--- src/design/fcc_pkg.sv ---
// Package: shared widths, codes and pipeline stage types of the frustum cull classifier.
`default_nettype none
package fcc_pkg;

   localparam int COORD_BITS = 16;
   localparam int PLANES     = 6;
   localparam int AXES       = 3;
   localparam int VERTS      = 3;
   localparam int NORM_W     = 16;
   localparam int RADIUS_W   = 15;
   localparam int CMD_W      = 2;
   localparam int VERDICT_W  = 2;
   localparam int CSR_IDX_W  = 3;
   localparam int CSR_DATA_W = 64;

   // Q1.14 normal times Q8.8 vertex; scaled vertices add 8 more fraction bits
   localparam int OFF_SHIFT    = 14;
   localparam int SOFF_SHIFT   = 22;
   localparam int RAD_SHIFT    = 14;

   localparam int PROD_W  = COORD_BITS + NORM_W;
   localparam int HV_W    = 2 * COORD_BITS;
   localparam int NS_W    = HV_W + NORM_W;
   localparam int DIST_W  = ((PROD_W > NORM_W + OFF_SHIFT) ? PROD_W : NORM_W + OFF_SHIFT) + 3;
   localparam int SDIST_W = ((NS_W > NORM_W + SOFF_SHIFT) ? NS_W : NORM_W + SOFF_SHIFT) + 3;

   localparam logic [CMD_W-1:0] CMD_POINT    = 2'd0;
   localparam logic [CMD_W-1:0] CMD_SPHERE   = 2'd1;
   localparam logic [CMD_W-1:0] CMD_TRIANGLE = 2'd2;
   localparam logic [CMD_W-1:0] CMD_VOLUME   = 2'd3;

   localparam logic [VERDICT_W-1:0] VERDICT_CONTAINS  = 2'd0;
   localparam logic [VERDICT_W-1:0] VERDICT_INTERSECT = 2'd1;
   localparam logic [VERDICT_W-1:0] VERDICT_OUTSIDE   = 2'd2;

   localparam logic [1:0] AXIS_X = 2'd0;
   localparam logic [1:0] AXIS_Y = 2'd1;
   localparam logic [1:0] AXIS_Z = 2'd2;

   typedef logic signed [COORD_BITS-1:0] coord_type;
   typedef logic signed [NORM_W-1:0]     norm_type;
   typedef logic signed [PROD_W-1:0]     prod_type;
   typedef logic signed [HV_W-1:0]       hv_type;
   typedef logic signed [NS_W-1:0]       ns_type;

   typedef struct packed {
      logic [NORM_W-1:0] off;
      logic [NORM_W-1:0] nz;
      logic [NORM_W-1:0] ny;
      logic [NORM_W-1:0] nx;
   } plane_type;

   typedef plane_type [PLANES-1:0] plane_set_type;

   typedef struct packed {
      logic [CMD_W-1:0]                          cmd;
      logic [RADIUS_W-1:0]                       radius;
      prod_type [PLANES-1:0][VERTS-1:0][AXES-1:0] nv;
      hv_type [VERTS-1:0][AXES-1:0]              hv;
   } s1_type;

   typedef struct packed {
      logic [CMD_W-1:0]                         cmd;
      logic [PLANES-1:0][VERTS-1:0]             behind;
      logic [PLANES-1:0]                        sph_out;
      ns_type [PLANES-1:0][VERTS-1:0][AXES-1:0] ns;
   } s2_type;

   typedef struct packed {
      logic [CMD_W-1:0]             cmd;
      logic [PLANES-1:0][VERTS-1:0] behind;
      logic [PLANES-1:0]            sph_out;
      logic [PLANES-1:0][VERTS-1:0] sbehind;
   } s3_type;

   function automatic norm_type plane_norm(plane_type pl, logic [1:0] axis);
      norm_type n;
      case (axis)
         AXIS_X:  n = $signed(pl.nx);
         AXIS_Y:  n = $signed(pl.ny);
         AXIS_Z:  n = $signed(pl.nz);
         default: n = '0;
      endcase
      return n;
   endfunction

endpackage
`default_nettype wire

--- src/design/fcc_ifs.sv ---
// Interfaces: request, response and register write channels.
`default_nettype none


interface fcc_rsp_if import fcc_pkg::*; ();
   logic                 valid;
   logic                 ready;
   logic [VERDICT_W-1:0] verdict;

   modport source (output valid, verdict, input ready);
   modport sink   (input valid, verdict, output ready);
endinterface

`default_nettype wire

--- src/design/fcc_verdict_stage.sv ---
// Stage 4: per-plane flags reduced to the verdict, held in the output register.
`default_nettype none
module fcc_verdict_stage import fcc_pkg::*; (
   input  wire logic   clock,
   input  wire logic   reset,
   input  wire logic   in_valid,
   output logic        in_ready,
   input  wire s3_type in_data,
   fcc_rsp_if.source   rsp_bus
);

   logic                 valid_ff;
   logic [VERDICT_W-1:0] verdict_ff;
   logic [VERDICT_W-1:0] verdict_in;

   always_comb begin
      logic any_a;
      logic any_vtx;
      logic any_sph;
      logic any_all;
      logic any_vol;
      any_a   = 1'b0;
      any_vtx = 1'b0;
      any_sph = 1'b0;
      any_all = 1'b0;
      any_vol = 1'b0;
      for (int p = 0; p < PLANES; p++) begin
         any_a   = any_a | in_data.behind[p][0];
         any_vtx = any_vtx | (|in_data.behind[p]);
         any_sph = any_sph | in_data.sph_out[p];
         any_all = any_all | (&in_data.behind[p]);
         any_vol = any_vol | ((&in_data.behind[p]) & (&in_data.sbehind[p]));
      end
      case (in_data.cmd)
         CMD_POINT: begin
            verdict_in = any_a ? VERDICT_OUTSIDE : VERDICT_CONTAINS;
         end
         CMD_SPHERE: begin
            verdict_in = any_sph ? VERDICT_OUTSIDE :
                         any_a   ? VERDICT_INTERSECT : VERDICT_CONTAINS;
         end
         CMD_TRIANGLE: begin
            verdict_in = any_all ? VERDICT_OUTSIDE :
                         any_vtx ? VERDICT_INTERSECT : VERDICT_CONTAINS;
         end
         CMD_VOLUME: begin
            verdict_in = any_vol ? VERDICT_OUTSIDE :
                         any_vtx ? VERDICT_INTERSECT : VERDICT_CONTAINS;
         end
         default: begin
            verdict_in = VERDICT_CONTAINS;
         end
      endcase
   end

   assign in_ready = !valid_ff || rsp_bus.ready;

   always_ff @(posedge clock) begin
      if (reset) begin
         valid_ff <= 1'b0;
      end else if (in_ready) begin
         valid_ff <= in_valid;
      end
   end

   always_ff @(posedge clock) begin
      if (in_valid && in_ready) begin
         verdict_ff <= verdict_in;
      end
   end

   assign rsp_bus.valid   = valid_ff;
   assign rsp_bus.verdict = verdict_ff;

endmodule
`default_nettype wire

--- src/flat_wrapper.sv ---
// flat-port wrapper written by rule: the top's interface ports become plain ports
module fcc_verdict_stage_flat import fcc_pkg::*;
  (clock, reset, in_valid, in_ready, in_data, rsp_bus_valid, rsp_bus_verdict, rsp_bus_ready);
  fcc_rsp_if rsp_bus_i ();
  input  wire logic clock;
  input  wire logic reset;
  input  wire logic in_valid;
  output logic in_ready;
  input  wire s3_type in_data;
  output wire logic [$bits(rsp_bus_i.valid)-1:0] rsp_bus_valid;
  output wire logic [$bits(rsp_bus_i.verdict)-1:0] rsp_bus_verdict;
  input wire logic [$bits(rsp_bus_i.ready)-1:0] rsp_bus_ready;
  assign rsp_bus_valid = rsp_bus_i.valid;
  assign rsp_bus_verdict = rsp_bus_i.verdict;
  assign rsp_bus_i.ready = rsp_bus_ready;
  fcc_verdict_stage u_core (.clock(clock), .reset(reset), .in_valid(in_valid), .in_ready(in_ready), .in_data(in_data), .rsp_bus(rsp_bus_i));
endmodule
--- config.mk ---
export PLATFORM = sky130hd
export DESIGN_NAME = fcc_verdict_stage_flat
export DESIGN_NICKNAME = d
export VERILOG_FILES = /design/src/design/fcc_pkg.sv /design/src/design/fcc_ifs.sv /design/src/design/fcc_verdict_stage.sv /design/src/flat_wrapper.sv
export SDC_FILE = /design/constraint.sdc
export NUM_CORES = 1
export LEC_CHECK = 0
export ABC_AREA = 1
export BUFFER_PORTS_ARGS = -buffer_cell sky130_fd_sc_hd__buf_2
export CAP_MARGIN = 40
export CORE_MARGIN = 4
export CORE_UTILIZATION = 31
export CTS_CLUSTER_DIAMETER = 100
export CTS_CLUSTER_SIZE = 14
export DETAILED_ROUTE_END_ITERATION = 10
export HOLD_SLACK_MARGIN = 0.15
export MAX_ROUTING_LAYER = met4
export PLACE_DENSITY = 0.85
export SYNTH_ARGS = -nofsm -noshare
export SYNTH_HDL_FRONTEND = slang
export SYNTH_SLANG_ARGS = --single-unit
--- constraint.sdc ---
create_clock -name clock -period 1.5 [get_ports clock]
set_input_delay 0.3 -clock clock [delete_from_list [all_inputs] [get_ports clock]]
set_output_delay 0.3 -clock clock [all_outputs]
set_load 0.05 [all_outputs]
After elaboration in Yosys (flattened, before gate mapping)
Cells that the tools add are included.
{ "classes": {"eq_ne": 3, "n_mux": 7, "n_bitwise": 31, "n_reduce_logical": 22} }
{ "ops": {"columns": ["cell", "n"], "rows": [
  ["3-bit AND reduction", 12],
  ["1-bit OR", 25],
  ["3-bit OR reduction", 6],
  ["2-bit 2-to-1 mux", 4],
  ["2-bit one-hot mux with 4 select lines", 1],
  ["1-bit bitwise AND", 6],
  ["2-bit equality test, second input constant", 2],
  ["2-bit by 1-bit equality test with 1-bit output, second input constant", 1],
  ["2-bit zero test", 1],
  ["1-bit 2-to-1 mux", 2],
  ["1-bit logical AND", 1],
  ["1-bit zero test", 1],
  ["1-bit logical OR", 1]
]} }
{ "totals": {"regBits": 3, "output_inout_bits": 4, "wordCells": 65} }

Logic depth before layout (Yosys ltp)
{ "logic_depth": {"ltp_word": 9, "depth_mapped": 9, "mapped_depth_nobuf": 9} }

Worst setup path before layout
Ideal clock, no wire load.
{ "synth_timing": {"path_kind": "register -> output", "from": "register u_core.valid_ff (netlist: u_core.rsp_bus.valid)", "to": "output in_ready", "arrival_ns": 1.063, "required_time_ns": 1.200, "slack_ns": 0.137, "stages_incl_launch_ff": 2, "path_buffers": 0, "path_cell_list": "dfxtp_1 > nand2_1"} }
{ "synth_via": {"elab_chain_cells": 2} }
{ "synth_rtl": {"columns": ["element", "line_no", "source"], "rows": [
  ["start: declaration", "fcc_verdict_stage.sv:12", "logic valid_ff;"],
  ["start signal: assignment", "fcc_verdict_stage.sv:62", "valid_ff <= in_valid;"],
  ["1-bit zero test", "fcc_verdict_stage.sv:56", "assign in_ready = !valid_ff || rsp_bus.ready;"],
  ["1-bit logical OR", "fcc_verdict_stage.sv:56", null],
  ["end: declaration", "flat_wrapper.sv:8", "output logic in_ready;"]
]} }
Every way passes these cells.

Worst setup path in the final report
Ends and elaborated chain as after synthesis.

==> reports/results.txt <==
Status -> completed
Final WL -> 1.405 mm
Starting Density -> 0.3481
Cts hold-fix bufs -> 0
Fin crit period -> 1.181 ns
Final Hold Slack -> 0.2237 ns
Final Slew Violations -> 0
Initial antenna violation count -> 0
Number of global-route vias before repair -> 679
Syn nets -> 127
Clk buf depth -> 2
Number of flops mapped to enable cells by yosys -> 2
Core Rows -> 12
Overflow after GRT -> 0
WL per Instance -> 9.493 um
Die height -> 44.50 um
Post-CTS setup repair buffer count -> 0
Synthesis warning total -> 0
Layout cell share with drive strength beyond 1 -> 0.4403
Setup_tns -> 0 ns
Global-route usage over all layers -> 0.1612
Distinct cells, synth -> 16
Nets -> 183
GPL Wtd Cong -> 0.7617
Hold Violations, Final -> 0
Tcrit/Tclk final -> 0.7870
RSZ-0062 raised after global routing -> no
1st-iter DRT viols -> 3
DRC violations left -> 0
CTS clk-pin slew, worst paths -> 0.04 ns
# resized after CTS -> 0
CTS tree -> built
Area Overhead vs Synth -> 72.42%
Hold Path Class -> in2reg
Via count -> 686
Die Wd -> 44.50 um
Post-synthesis sequential area ratio -> 0.1939
Global-route wire length before repair -> 2.352 mm
H-tree levels -> 1
Placeable Area -> 1186 sq um
Post-DP HPWL -> 1.355 mm
CTS root buf -> clkbuf_4
Seq cells post-synth -> 3
Detailed Routing Iterations Pass 1 -> 4
Fmax -> 847.1 MHz
Max Cap Violations -> 0
Routed vias/inst -> 4.635
IO Port Bufs -> 51
I/O pin cnt -> 52
Synth area leader -> nor2_1
Post-synthesis async set-or-reset flop share -> 0
Ant. Diodes -> 0
Cells after Synth -> 79
Largest net degree at the start of global routing -> 6
Top cells by area, synth -> nor2_1 23%, nand3_1 19%, edfxtp_1 15%
VDD IR-drop max -> 230.7 uV
Slew @ Worst Pin -> 0.2510 ns
Worst EP arrival -> 0.88 ns
Clk_skew -> 0.003891 ns
Final setup vio count -> 0
Netlist Area Pre-Place -> 412.9 sq um
Post-Syn Area per Cell -> 5.227 sq um
CTS Sinks -> 3
Critical Path Fanout Max -> 3
Fillers -> 130
Startpoint types -> flip-flop
Max transition margin -> 0.8338
Crit end category -> output port
WS Path Type -> reg2out
ANT nets after route -> 0
CP Data Required Time -> 1.20 ns
Synth top area share -> 0.2273
Total CTS buffers -> 3
Leak -> 0.4105 nW
Worst-Skew Late Latency -> 0.23 ns
Die area -> 1980 sq um
Top_reg_cell synth -> edfxtp_1
PwrDens -> 545.5 nW/um^2
==> synthesized netlist by cell type (2+ instances only) <==
library cell / number
edfxtp_1: 2
nor2_1: 25
nor2_2: 2
a21oi_1: 2
nand3_1: 16
nand2_1: 16
inv_1: 7
==> critical path: stages, from the launching register on <==
cell,delay [ns]
dfxtp_1,0.31
nand2_1,0.08
buf_2,0.26
==> routing by layer <==
| layer | vias to the layer above | GRT usage | share of wire |
|---|---|---|---|
| li1 | 363 | - | - |
| met5 | - | - | 0 |
| met2 | 39 | 0.2894 | 0.49 |
| met4 | 0 | 0.07229 | 0.0050 |
| met1 | 282 | 0.1459 | 0.35 |
| met3 | 2 | 0.06504 | 0.16 |
==> path summary, 6_finish.rpt <==
check        slack (ns)                               from  depth (start not counted)                                   to
min reg2reg        0.50  u_core.rsp_bus.valid$_SDFFE_PP0N_                          2    u_core.rsp_bus.valid$_SDFFE_PP0N_
max reg2reg        0.63  u_core.rsp_bus.valid$_SDFFE_PP0N_                          1  u_core.rsp_bus.verdict[0]$_DFFE_PP_
max                0.32  u_core.rsp_bus.valid$_SDFFE_PP0N_                          2                             in_ready
min                0.22                              reset                          2    u_core.rsp_bus.valid$_SDFFE_PP0N_
==> sequential cells by signal, summed over array words and instances, names as in the netlist <==
name and cells:
u_core.rsp_bus.verdict 2, u_core.rsp_bus.valid 1
==> cell families (layout without fill, tap and decap cells) <==
family,Yosys count,in the layout,synth area share
AO/OA/AOI/OAI,4,4,0.05454
buffers and inverters,9,64,0.08181
flip-flops,3,3,0.1939
AND/OR/NAND/NOR,63,63,0.6697
==> metrics by stage <==
| step | util | power [mW] | setup slack, ns | cells | instance area [sq um] |
|---|---|---|---|---|---|
| floorplan | - | 0.1731 | 0.1374 | 79 | 412.9 |
| global placement | 0.5781 | 0.2491 | 0.1739 | 144 | 685.7 |
| detailed placement | 0.5781 | 0.2541 | 0.1181 | 144 | 685.7 |
| CTS | 0.6002 | 0.3995 | 0.3062 | 148 | 711.9 |
| global route | 0.6002 | 0.4255 | 0.2766 | 148 | 711.9 |
| finish | 0.6002 | 0.3884 | 0.3195 | 148 | 711.9 |
==> where the power goes <==
part,internal (mW),switching [mW]
registers,0.0966,0.00206
clock network,0.0994,0.0376
logic,0.0700,0.0827
==> cell type report <==
| type | instances | area [sq um] | share of cell area |
|---|---|---|---|
| sequential | 3 | 80.08 | 0.1125 |
| tap | 14 | 17.52 | 0.02460 |
| inverter | 9 | 33.78 | 0.04745 |
| multi-input combinational | 67 | 299.0 | 0.4200 |
| timing repair buffer | 51 | 255.2 | 0.3585 |
| clock buffer | 4 | 26.28 | 0.03691 |
==> placed cells by master (no fill, tap or decap), types with 2 or more instances in the layout <==
master,synthesis,routed
nand2_1,16,16
buf_2,0,51
inv_1,7,7
nand3_1,16,16
nor2_1,25,25
a21oi_1,2,2
nor2_2,2,2
clkbuf_4,0,3
edfxtp_1,2,2
No activity file was read; power rests on OpenSTA's default activity.
